<file path="config.mk">
export PLATFORM = sky130hd
export DESIGN_NAME = ddo_ctrl
export DESIGN_NICKNAME = d
export VERILOG_FILES = /design/src/hdl/assert_macros.svh /design/src/hdl/ddo_pkg.sv /design/src/hdl/ddo_ctrl.sv
export SDC_FILE = /design/constraint.sdc
export NUM_CORES = 1
export LEC_CHECK = 0
export BUFFER_PORTS_ARGS = -buffer_cell sky130_fd_sc_hd__buf_2
export CAP_MARGIN = 20
export CORE_AREA = 2 2 39 41
export CTS_BUF_LIST = sky130_fd_sc_hd__clkbuf_8
export DETAILED_ROUTE_END_ITERATION = 10
export DIE_AREA = 0 0 41 43
export GPL_ROUTABILITY_DRIVEN = 1
export GPL_TIMING_DRIVEN = 0
export PLACE_DENSITY = 0.58
export SLEW_MARGIN = 5
export SYNTH_ARGS = -nofsm -noshare
export SYNTH_HDL_FRONTEND = slang
export SYNTH_SLANG_ARGS = --single-unit
</file>
<file path="constraint.sdc">
create_clock -name clk -period 1.94 [get_ports clk]
set_input_delay 0.582 -clock clk [delete_from_list [all_inputs] [get_ports clk]]
set_output_delay 0.582 -clock clk [all_outputs]
set_load 0.03 [all_outputs]
</file>
<file path="src/hdl/assert_macros.svh">
// assertion macros for the modules that check themselves
// no dependencies; assumes clk and rst in scope at the point of use
`ifndef ASSERT_MACROS_SVH
`define ASSERT_MACROS_SVH

// property checked every clock, off during reset
`define ASSERT_PROP(lbl, prop) \
  lbl: assert property (@(posedge clk) disable iff (rst) prop) \
    else $error("assertion failed");

// condition that must never hold
`define ASSERT_NEVER(lbl, expr) \
  `ASSERT_PROP(lbl, !(expr))

`endif

</file>
<file path="src/hdl/ddo_pkg.sv">
// shared types, constants and tables for the odometry block
// no dependencies
package ddo_pkg;

  localparam int CORDIC_STEPS_DEF = 16;
  localparam int FRAC_BITS_DEF    = 16;

  localparam int CFG_W  = 22;
  localparam int CIDX_W = 2;
  localparam logic [CIDX_W-1:0] REG_RADIUS = 2'd0;
  localparam logic [CIDX_W-1:0] REG_WBASE  = 2'd1;
  localparam logic [CIDX_W-1:0] REG_STEPS  = 2'd2;
  localparam logic [CIDX_W-1:0] REG_PERIOD = 2'd3;

  localparam logic [15:0] STEPS_RST  = 16'd20;
  localparam logic [15:0] PERIOD_RST = 16'd100;

  localparam int MD_AW = 64;
  localparam int MD_BW = 32;
  localparam int MD_PW = 96;
  localparam int DIVW  = 22;

  localparam logic [31:0] K2PI        = 32'd3373259426;
  localparam logic [31:0] KHEAD       = 32'd2734261102;
  localparam logic [33:0] KCORDIC     = 34'd652032874;
  localparam logic [31:0] SPEED_SCALE = 32'd1000;

  localparam int OP_W = 4;
  localparam logic [OP_W-1:0] OP_MAG_L  = 4'd0;
  localparam logic [OP_W-1:0] OP_DIST_L = 4'd1;
  localparam logic [OP_W-1:0] OP_MAG_R  = 4'd2;
  localparam logic [OP_W-1:0] OP_DIST_R = 4'd3;
  localparam logic [OP_W-1:0] OP_SPD_L  = 4'd4;
  localparam logic [OP_W-1:0] OP_SPD_R  = 4'd5;
  localparam logic [OP_W-1:0] OP_CORDIC = 4'd6;
  localparam logic [OP_W-1:0] OP_X      = 4'd7;
  localparam logic [OP_W-1:0] OP_Y      = 4'd8;
  localparam logic [OP_W-1:0] OP_HEAD   = 4'd9;

  typedef struct packed {
    logic            latch;
    logic            start;
    logic [OP_W-1:0] op;
    logic            commit;
  } cmd_t;

  typedef struct packed {
    logic step_done;
    logic out_busy;
  } sts_t;

  function automatic logic [31:0] atan_tab(input logic [4:0] i);
    logic [31:0] v;
    case (i)
      5'd0:    v = 32'h20000000;
      5'd1:    v = 32'h12E4051E;
      5'd2:    v = 32'h09FB385B;
      5'd3:    v = 32'h051111D4;
      5'd4:    v = 32'h028B0D43;
      5'd5:    v = 32'h0145D7E1;
      5'd6:    v = 32'h00A2F61E;
      5'd7:    v = 32'h00517C55;
      5'd8:    v = 32'h0028BE53;
      5'd9:    v = 32'h00145F2F;
      5'd10:   v = 32'h000A2F98;
      5'd11:   v = 32'h000517CC;
      5'd12:   v = 32'h00028BE6;
      5'd13:   v = 32'h000145F3;
      5'd14:   v = 32'h0000A2FA;
      5'd15:   v = 32'h0000517D;
      5'd16:   v = 32'h000028BE;
      5'd17:   v = 32'h0000145F;
      5'd18:   v = 32'h00000A30;
      5'd19:   v = 32'h00000518;
      5'd20:   v = 32'h0000028C;
      5'd21:   v = 32'h00000146;
      5'd22:   v = 32'h000000A3;
      5'd23:   v = 32'h00000051;
      default: v = 32'h00000000;
    endcase
    return v;
  endfunction

endpackage

</file>
<file path="src/hdl/ddo_ctrl.sv">
// odometry controller: input transfer, sequencing of datapath steps, commit
// uses ddo_pkg command and status types
module ddo_ctrl (
  input  logic          clk,
  input  logic          rst,
  input  logic          in_valid,
  output logic          in_stall,
  output ddo_pkg::cmd_t cmd,
  input  ddo_pkg::sts_t sts
);
  localparam logic [1:0] ST_IDLE   = 2'd0;
  localparam logic [1:0] ST_ISSUE  = 2'd1;
  localparam logic [1:0] ST_WAIT   = 2'd2;
  localparam logic [1:0] ST_COMMIT = 2'd3;

  logic [1:0]               state;
  logic [1:0]               state_next;
  logic [ddo_pkg::OP_W-1:0] op;
  logic [ddo_pkg::OP_W-1:0] op_next;

  assign in_stall = (state != ST_IDLE);

  always_comb begin
    state_next = state;
    op_next    = op;
    cmd.latch  = 1'b0;
    cmd.start  = 1'b0;
    cmd.op     = op;
    cmd.commit = 1'b0;
    case (state)
      ST_IDLE: begin
        if (in_valid) begin
          cmd.latch  = 1'b1;
          op_next    = ddo_pkg::OP_MAG_L;
          state_next = ST_ISSUE;
        end
      end
      ST_ISSUE: begin
        cmd.start  = 1'b1;
        state_next = ST_WAIT;
      end
      ST_WAIT: begin
        if (sts.step_done) begin
          if (op == ddo_pkg::OP_HEAD) begin
            state_next = ST_COMMIT;
          end else begin
            op_next    = op + 1'b1;
            state_next = ST_ISSUE;
          end
        end
      end
      ST_COMMIT: begin
        if (!sts.out_busy) begin
          cmd.commit = 1'b1;
          state_next = ST_IDLE;
        end
      end
      default: state_next = ST_IDLE;
    endcase
  end

  always_ff @(posedge clk) begin
    if (rst) begin
      state <= ST_IDLE;
      op    <= ddo_pkg::OP_MAG_L;
    end else begin
      state <= state_next;
      op    <= op_next;
    end
  end
endmodule

</file>
After elaboration in Yosys (flattened, before gate mapping). Cells that the tools add are included. Widths: inputs -> output; s select.

Input port bits: 5. Register bits: 6. Output and inout port bits: 8.

Equal/unequal tests: 8. Reductions and logical operators: 5. Muxes and demuxes: 14. $add $sub $neg: 1.

Operators with widths (count): $mux 4 (3); $mux 2 (4); $ne 2x2->1 const B (4); $pmux 2 s4 (1); $pmux 4 s2 (1); $mux 1 (5); $add 4x1->4 const B (1); $eq 2x2->1 const B (2); $eq 4x4->1 const B (1); $reduce_and 4->1 (1); $reduce_bool 2->1 (2); $reduce_and 3->1 (1); $eq 2x1->1 const B (1); $logic_not 2->1 (1).

Logic depth before layout (Yosys ltp). Gate-level depths: netlist of run 1.

Depth after elaboration: 4. Mapped depth: 6. Mapped depth without buffers: 6.

Worst setup path before layout of run 1. OpenSTA, ideal clock, no wires.

Path kind: input to output. From: input port in_valid. To: output port cmd[6] in the netlist's numbering. Path buffers: 0. Path slack: 291 ps. Data arrival time: 1067 ps. Stages on the path: 1. Path through: nor3b_2.

Word-level cells in the longest chain between the ends: 2.

Ends and longest elaborated chain: from (decl) (RTL line ddo_ctrl.sv:6) `input logic in_valid,`; $mux 1 (RTL line ddo_ctrl.sv:32) `if (in_valid) begin`; $mux 1 (RTL line ddo_ctrl.sv:30) `case (state)`; to (decl) (RTL line ddo_ctrl.sv:8) `output ddo_pkg::cmd_t cmd,`.

No other way between the ends.

==> impl_metrics.env, run 1 <==
export IMPL_wl_met1_um=360
export IMPL_port_buffers=12
export IMPL_die_h_um=43
export IMPL_seqCellArea_sq_um=120
export IMPL_gp_congestion=0.728
export IMPL_nFillCells=166
export IMPL_grt_pass1_wl_um=1260
export IMPL_min_path_cells=2
export IMPL_final_cells=75
export IMPL_yosysSeqAreaShare_pct=32.7
export IMPL_num_rows=14
export IMPL_overflow=0
export IMPL_r2r_start="op[0]$_SDFFE_PP0P_"
export IMPL_final_cell_mix="buf_2 (12), nand2_1 (7), dfxtp_1 (6)"
export IMPL_vias_per_cell=4.72
export IMPL_hold_viol=0
export IMPL_syn_num_nets=51
export IMPL_yosysTopAreaCellShare_pct=32.7
export IMPL_core_area_sq_mm=0.00138
export IMPL_grt_max_degree=11
export IMPL_cellLeakagePower_nw=0.210
export IMPL_cts_max_level=1
export IMPL_slew_headroom_pct=76.7
export IMPL_synthTopCellsByArea="dfxtp_1 (33%), nand2_1 (7.1%), ha_1 (6.8%)"
export IMPL_outcome="complete, no violations"
export IMPL_pwr_density_cell_mw_per_mm2=774
export IMPL_nNetsFinal=68
export IMPL_cts_root_buf="clkbuf_8"
export IMPL_rsz0062_at_grt="no"
export IMPL_yosys_warnings=0
export IMPL_antenna_found_initial=0
export IMPL_finalClockSkew_ns=0.000262
export IMPL_wl_per_cell_um=9.83
export IMPL_n_antenna_cell=0
export IMPL_setup_violations=0
export IMPL_post_cts_buffers=0
export IMPL_fin_setup_tns_ns=0
export IMPL_numClockSinks=6
export IMPL_syn_to_final_growth_pct=33.0
export IMPL_dp_hpwl_um=554
export IMPL_drtAntennaViolNets=0
export IMPL_numCtsBuffers=3
export IMPL_drv_cap=0
export IMPL_rrSetupSlack_ns=0.51
export IMPL_synthesis_area_sq_um=368
export IMPL_mostFrequentLayoutCell="buf_2"
export IMPL_cts_hold_buf=0
export IMPL_ys_seq_elements=6
export IMPL_die_area_sq_mm=0.00176
export IMPL_drive_above_1_share_pct=32.2
export IMPL_period_share_pct=87.5
export IMPL_clkTransAtPathRegs_ns=0.04
export IMPL_final_core_util_pct=35.4
export IMPL_endpoint_kind="output port"
export IMPL_place_inst=72
export IMPL_hold_path_endpoint="op[1]$_SDFFE_PP0P_"
export IMPL_peakVddDrop_mv=0.471
export IMPL_insertion_delay_ns=0.22
export IMPL_top_layer="met4"
export IMPL_worst_pin_slew_ns=0.349
export IMPL_ios=13
export IMPL_post_cts_resized=0
export IMPL_max_freq_mhz=589
export IMPL_worst_setup_path_start_kind="flip-flop"
export IMPL_internal_power_uw=283
export IMPL_synth_top_cell_by_area="dfxtp_1"
export IMPL_synth_distinct_cells=22
export IMPL_critPathMaxFanout=10
export IMPL_slew_viol_final=0
export IMPL_detail_route_iter0_violations=4
export IMPL_met3_length_um=50
export IMPL_switching_power_uw=95.5
export IMPL_period_minus_slack_ns=1.70
export IMPL_dr_total_vias=354
export IMPL_seq_power_share_pct=35.1
export IMPL_hp_class="reg2reg"
export IMPL_syn_inst=44
export IMPL_wl_met2_um=312
export IMPL_combPwrFrac_pct=15.3
export IMPL_cts_tree="yes"
export IMPL_power_frac_clock_pct=49.6
export IMPL_wirelength_um=737
export IMPL_syn_avg_cell_area_sq_um=8.36
export IMPL_cp_data_required_time_ns=1.36
export IMPL_track_usage_pct=11.1
export IMPL_min_from="op[1]$_SDFFE_PP0P_"
export IMPL_path_class="reg2out"
export IMPL_cp_arrival_ns=1.12
export IMPL_fp_dieW_um=41
export IMPL_dr_pass1_iters=4
export IMPL_initial_utilization_pct=26.6
export IMPL_multi_input_area_sq_um=233
export IMPL_clockBufferDepth=2
export IMPL_r2r_end="op[3]$_SDFFE_PP0P_"
export IMPL_drcViolationCount=0
export IMPL_grt_pass1_vias=295
export IMPL_r2r_cells=4
export IMPL_p_sw_share_pct=25.2
## worst max path at each step
stage / from / endpoint / slack [ns]
after floorplan: in_valid / cmd[6] / 0.29
after global placement: in_valid / cmd[6] / 0.27
after detailed placement: in_valid / cmd[6] / 0.27
after CTS: state[1]$_SDFFE_PP0P_ / cmd[6] / 0.22
after global routing: state[1]$_SDFFE_PP0P_ / cmd[6] / 0.21
final: state[1]$_SDFFE_PP0P_ / cmd[6] / 0.24
## power groups by stage
| stage | clock [mW] | sequential, mW | combinational (mW) |
|---|---|---|---|
| 2_1_floorplan | 0 | 0.135 | 0.0395 |
| 3_3_place_gp | 0 | 0.135 | 0.0579 |
| 3_5_place_dp | 0 | 0.135 | 0.0585 |
| 4_1_cts | 0.193 | 0.133 | 0.0586 |
| 5_1_grt | 0.199 | 0.133 | 0.0633 |
| 6_report | 0.188 | 0.133 | 0.0578 |
## synthesized netlist by cell type
cell      instances
a311oi_2          1
nor2b_1           1
inv_1             2
nor2b_4           1
nand3b_1          2
a21oi_1           2
o21ai_0           2
mux2i_1           2
a211oi_1          1
dfxtp_1           6
a22o_1            1
nor3b_2           1
buf_4             1
o21ai_1           2
nand2_1           7
ha_1              2
nand4b_1          1
a31oi_1           1
or2_1             1
nand2b_1          1
nand3_1           2
nor2_1            4
## state kept, by name (all words and copies together), names as in the netlist
name   count
state      2
op         4
## metal layers
layer  up-vias  track usage, %
li1        185               -
met1       157            15.0
met2        10            13.4
met3         2            7.85
met4         0            4.00
met5         -               0
## logic make-up after synthesis
group,synth area share (%)
buffers and inverters,4.08
AO/OA/AOI/OAI,18.4
flip-flops,32.7
multiplexers,5.44
AND/OR/NAND/NOR,32.7
adder cells (fa/ha/maj),6.80
## layout make-up
type / count / area share (%)
sequential: 6 / 24.6
timing repair buffer: 12 / 12.3
clock buffer: 3 / 8.44
buffer: 1 / 1.53
multi-input combinational: 35 / 47.6
tap: 16 / 4.09
inverter: 2 / 1.53
## critical path: stages, from the launching register on
cell and delay, ns:
dfxtp_1 0.29, buf_4 0.16, nor3b_2 0.22, buf_2 0.23
## metrics by stage
step	setup WS, ns	cell area [sq um]	total power [mW]	hold slack, ns
after detailed placement	0.266	448	0.193	0.489
after global routing	0.205	489	0.396	0.534
after global placement	0.265	448	0.193	0.488
final	0.242	489	0.379	0.488
after CTS	0.225	489	0.385	0.494
after floorplan	0.291	368	0.175	0.559
No activity file was read; power rests on OpenSTA's default activity.
==> run 2: changes to the inputs <==
--- a/config.mk
+++ b/config.mk
@@ -14,6 +14,7 @@
 export GPL_ROUTABILITY_DRIVEN = 1
 export GPL_TIMING_DRIVEN = 0
 export PLACE_DENSITY = 0.58
+export REMOVE_ABC_BUFFERS = 1
 export SLEW_MARGIN = 5
 export SYNTH_ARGS = -nofsm -noshare
 export SYNTH_HDL_FRONTEND = slang
==> run 2 against run 1 <==
  * Combinational power down 7.8%
  * Sequential power about the same
  * Cell area down 1.5%
  * Sequential cell count did not move
  * Clock power up 2%
  * Die area stayed put
  * Highest routed layer unchanged
==> impl_metrics.env, run 2 (same netlist as run 1, synthesis figures left out) <==
export IMPL_outcome="complete, no violations"
export IMPL_overflow=0
export IMPL_dr_total_vias=376
export IMPL_place_inst=71
export IMPL_final_core_util_pct=34.8
export IMPL_hold_ws_ns=0.496
export IMPL_grt_use_met3_pct=3.14
export IMPL_peakVddDrop_mv=0.345
export IMPL_die_h_um=43
export IMPL_stdcell_area_sq_um=482
export IMPL_period_minus_slack_ns=1.70
export IMPL_dp_hpwl_um=602
export IMPL_fin_setup_tns_ns=0
export IMPL_cts_root_buf="clkbuf_8"
export IMPL_post_cts_buffers=0
export IMPL_grt_pass1_vias=340
export IMPL_mostFrequentLayoutCell="buf_2"
export IMPL_insertion_delay_ns=0.23
export IMPL_min_from="op[1]$_SDFFE_PP0P_"
export IMPL_dr_pass1_iters=3
export IMPL_drv_cap=0
export IMPL_core_area_sq_mm=0.00138
export IMPL_worst_setup_path_start_kind="flip-flop"
export IMPL_cellLeakagePower_nw=0.205
export IMPL_r2r_start="op[0]$_SDFFE_PP0P_"
export IMPL_port_buffers=12
export IMPL_setup_violations=0
export IMPL_nFillCells=157
export IMPL_antenna_found_initial=0
export IMPL_wl_per_cell_um=11.2
export IMPL_top_register="op"
export IMPL_slew_viol_final=0
export IMPL_slew_headroom_pct=76.3
export IMPL_track_usage_pct=12.2
export IMPL_drtAntennaViolNets=0
export IMPL_rrSetupSlack_ns=0.48
export IMPL_numClockSinks=6
export IMPL_worst_pin_slew_ns=0.355
export IMPL_finalClockSkew_ns=0.00154
export IMPL_num_rows=14
export IMPL_initial_utilization_pct=26.6
export IMPL_r2r_end="op[3]$_SDFFE_PP0P_"
export IMPL_path_class="reg2out"
export IMPL_use_met2_pct=15.9
export IMPL_drive_above_1_share_pct=31.0
export IMPL_cts_hold_buf=0
export IMPL_hp_class="reg2reg"
export IMPL_grtUsageMet1_pct=14.8
export IMPL_detail_route_iter0_violations=4
export IMPL_cp_arrival_ns=1.12
export IMPL_hold_path_endpoint="op[1]$_SDFFE_PP0P_"
export IMPL_clkTransAtPathRegs_ns=0.04
export IMPL_reg_largest_list="op (4), state (2)"
export IMPL_gp_congestion=0.722
export IMPL_critPathMaxFanout=10
export IMPL_post_cts_resized=0
export IMPL_max_freq_mhz=587
export IMPL_rsz0062_at_grt="no"
export IMPL_die_area_sq_mm=0.00176
export IMPL_vias_per_cell=5.08
export IMPL_placed_cell_area_sq_um=440
export IMPL_cts_max_level=1
export IMPL_fp_dieW_um=41
export IMPL_wirelength_um=831
export IMPL_min_path_cells=2
export IMPL_endpoint_kind="output port"
export IMPL_period_share_pct=87.7
export IMPL_clockBufferDepth=2
export IMPL_grt_max_degree=11
export IMPL_numCtsBuffers=3
export IMPL_largest_register_ffs=4
export IMPL_drcViolationCount=0
export IMPL_syn_to_final_growth_pct=31.0
export IMPL_top_usage_layer="met2"
export IMPL_final_cell_mix="buf_2 (12), nand2_1 (7), dfxtp_1 (6)"
export IMPL_cts_tree="yes"
export IMPL_nNetsFinal=67
export IMPL_multi_input_area_sq_um=233
export IMPL_pwr_density_cell_mw_per_mm2=791
export IMPL_final_cells=74
export IMPL_r2r_cells=4
export IMPL_n_antenna_cell=0
export IMPL_cp_data_required_time_ns=1.36
export IMPL_grt_pass1_wl_um=1370
export IMPL_seqCellArea_sq_um=120
export IMPL_hold_viol=0
export IMPL_ios=13
==> run 2: changes by cell type in the layout (fill, tap and decap cells not counted), sizes merged <==
cell,previous run,this run
buf,13,12
==> run 2: how the worst max path moves through the flow <==
stage	startpoint	end	slack (ns)
6_report	state[1]$_SDFFE_PP0P_	cmd[6]	0.24
2_1_floorplan	in_valid	cmd[6]	0.29
5_1_grt	state[1]$_SDFFE_PP0P_	cmd[0]	0.13
3_5_place_dp	in_valid	cmd[6]	0.25
3_3_place_gp	in_valid	cmd[6]	0.24
4_1_cts	state[1]$_SDFFE_PP0P_	cmd[0]	0.22
==> run 2: power by group <==
| part | internal, mW | switching [mW] |
|---|---|---|
| registers | 0.128 | 0.00849 |
| clock network | 0.134 | 0.0579 |
| logic | 0.0205 | 0.0328 |
| total | 0.282 | 0.0992 |
==> run 2: layer usage <==
metal	vias to the layer above	part of all wire, %
li1	182	-
met2	12	43
met5	-	0
met4	0	5.2
met1	177	45
met3	5	6.6
==> run 2: cell type report <==
cell class,instances,area share [%]
Sequential cell,6,24.9
Clock buffer,3,8.57
Inverter,2,1.56
Timing Repair Buffer,12,12.5
Multi-Input combinational cell,35,48.3
Tap cell,16,4.16
==> run 2: critical path: stages, from the launching register on <==
cell     delay (ns)
dfxtp_1        0.40
nor3b_2        0.26
buf_2          0.23
==> run 2: through the flow <==
stage | power, mW | setup slack (ns)
floorplan | 0.173 | 0.291
global placement | 0.191 | 0.243
detailed placement | 0.192 | 0.246
CTS | 0.387 | 0.216
global route | 0.402 | 0.129
finish | 0.381 | 0.238
==> run 3: changes to the inputs <==
--- a/config.mk
+++ b/config.mk
@@ -5,15 +5,15 @@
 export SDC_FILE = /design/constraint.sdc
 export NUM_CORES = 1
 export LEC_CHECK = 0
-export BUFFER_PORTS_ARGS = -buffer_cell sky130_fd_sc_hd__buf_2
 export CAP_MARGIN = 20
 export CORE_AREA = 2 2 39 41
 export CTS_BUF_LIST = sky130_fd_sc_hd__clkbuf_8
 export DETAILED_ROUTE_END_ITERATION = 10
 export DIE_AREA = 0 0 41 43
+export DONT_BUFFER_PORTS = 1
 export GPL_ROUTABILITY_DRIVEN = 1
 export GPL_TIMING_DRIVEN = 0
-export PLACE_DENSITY = 0.58
+export PLACE_DENSITY = 0.5
 export REMOVE_ABC_BUFFERS = 1
 export SLEW_MARGIN = 5
 export SYNTH_ARGS = -nofsm -noshare
==> run 3 against run 2 <==
  * Worst hold slack worse by 0.072 ns
  * Clock power is 2% lower
  * Critical path type unchanged
  * Sequential power hardly changed
  * Via count is 17% lower
  * Global-route usage is 1.8 points lower
==> impl_metrics.env, run 3 (same netlist as run 1, synthesis figures left out) <==
export IMPL_rrSetupSlack_ns=0.28
export IMPL_pwr_density_cell_mw_per_mm2=861
export IMPL_nFillCells=147
export IMPL_critPathCapture="cmd[0]"
export IMPL_clockBufferDepth=2
export IMPL_fin_setup_tns_ns=0
export IMPL_cts_tree="yes"
export IMPL_hold_viol=0
export IMPL_power_uw=363
export IMPL_slew_headroom_pct=58.6
export IMPL_r2r_end="op[3]$_SDFFE_PP0P_"
export IMPL_r2r_start="op[0]$_SDFFE_PP0P_"
export IMPL_detail_route_iter0_violations=6
export IMPL_numCtsBuffers=3
export IMPL_fp_dieW_um=41
export IMPL_n_antenna_cell=0
export IMPL_worst_pin_slew_ns=0.619
export IMPL_cts_max_level=1
export IMPL_syn_to_final_growth_pct=14.6
export IMPL_clkTransAtPathRegs_ns=0.04
export IMPL_hp_class="in2reg"
export IMPL_drive_above_1_share_pct=13.0
export IMPL_place_inst=59
export IMPL_drtAntennaViolNets=0
export IMPL_port_buffers=0
export IMPL_setup_violations=0
export IMPL_cts_root_buf="clkbuf_8"
export IMPL_ios=13
export IMPL_cp_data_required_time_ns=1.36
export IMPL_wirelength_um=686
export IMPL_num_rows=14
export IMPL_initial_utilization_pct=26.6
export IMPL_drcViolationCount=0
export IMPL_fin_ws_ns=0.115
export IMPL_outcome="complete, no violations"
export IMPL_post_cts_buffers=0
export IMPL_antenna_found_initial=0
export IMPL_overflow=0
export IMPL_vias_per_cell=5.05
export IMPL_post_cts_resized=0
export IMPL_final_cell_mix="nand2_1 (7), dfxtp_1 (6), nor2_1 (4)"
export IMPL_rsz0062_at_grt="no"
export IMPL_endpoint_kind="output port"
export IMPL_cts_hold_buf=0
export IMPL_multi_input_area_sq_um=233
export IMPL_period_share_pct=94.1
export IMPL_dr_total_vias=313
export IMPL_r2r_cells=4
export IMPL_seqCellArea_sq_um=120
export IMPL_top_register="op"
export IMPL_path_class="reg2out"
export IMPL_gp_congestion=0.666
export IMPL_nNetsFinal=55
export IMPL_numClockSinks=6
export IMPL_period_minus_slack_ns=1.82
export IMPL_grt_pass1_vias=262
export IMPL_grt_max_degree=11
export IMPL_worstSetupStartpoint="state[1]$_SDFFE_PP0P_"
export IMPL_final_core_util_pct=30.5
export IMPL_insertion_delay_ns=0.22
export IMPL_mostFrequentLayoutCell="nand2_1"
export IMPL_reg_largest_list="op (4), state (2)"
export IMPL_cp_arrival_ns=1.24
export IMPL_place_ws_ns=0.258
export IMPL_largest_register_ffs=4
export IMPL_cellLeakagePower_nw=0.147
export IMPL_core_area_sq_mm=0.00138
export IMPL_dp_hpwl_um=519
export IMPL_drv_cap=0
export IMPL_finalClockSkew_ns=0.00323
export IMPL_slew_viol_final=0
export IMPL_dr_pass1_iters=3
export IMPL_final_cells=62
export IMPL_grt_pass1_wl_um=1170
export IMPL_critPathMaxFanout=10
export IMPL_wl_per_cell_um=11.1
export IMPL_peakVddDrop_mv=0.261
export IMPL_die_h_um=43
export IMPL_track_usage_pct=10.4
export IMPL_die_area_sq_mm=0.00176
export IMPL_worst_setup_path_start_kind="flip-flop"
export IMPL_max_freq_mhz=548
-- run 3: cell count changes in the layout (fill, tap and decap cells not counted) --
cell,change
buf_2,-12
-- run 3: power breakdown --
part / internal [mW] / switching (mW) / leakage [nW] / total [mW]
Combinational: 0.0132 / 0.0244 / 0.0770 / 0.0377
Clock: 0.133 / 0.0543 / 0.0216 / 0.188
Sequential: 0.128 / 0.00996 / 0.0487 / 0.138
Total: 0.274 / 0.0887 / 0.147 / 0.363
-- run 3: critical path, cell delays in order, from the launching register on --
cell     delay, ns
dfxtp_1       0.50
nand2_1       0.09
nor2_1        0.43
-- run 3: area by class of cell --
type / instances / share of cell area [%]
Clock buffer: 3 / 9.79
Inverter: 2 / 1.78
Multi-Input combinational cell: 35 / 55.2
Sequential cell: 6 / 28.5
Tap cell: 16 / 4.75
-- run 3: routing by layer --
metal  routed length [um]  vias up  share of wire (%)  GRT usage [%]
met5                    0        -                  0              0
met4                   27        0                3.9           10.0
met3                   80        5                 12           6.28
met2                  274       13                 40           10.0
met1                  305      132                 44           14.2
li1                     -      163                  -              -
-- run 3: worst min-delay path by stage --
stage | start | to | slack (ns) | cells after the start
after floorplan | state[0]$_SDFFE_PP0P_ | state[1]$_SDFFE_PP0P_ | 0.56 | 2
after global placement | state[0]$_SDFFE_PP0P_ | state[1]$_SDFFE_PP0P_ | 0.60 | 2
after detailed placement | state[0]$_SDFFE_PP0P_ | state[1]$_SDFFE_PP0P_ | 0.60 | 2
after CTS | rst | state[1]$_SDFFE_PP0P_ | 0.43 | 1
after global routing | rst | state[0]$_SDFFE_PP0P_ | 0.43 | 1
final | rst | op[2]$_SDFFE_PP0P_ | 0.42 | 1
-- run 3: metrics by stage --
stage / instance area (sq um) / hold WS [ns]
after detailed placement: 380 / 0.600
after CTS: 422 / 0.426
after global placement: 380 / 0.599
after global routing: 422 / 0.425
after floorplan: 360 / 0.559
final: 422 / 0.424
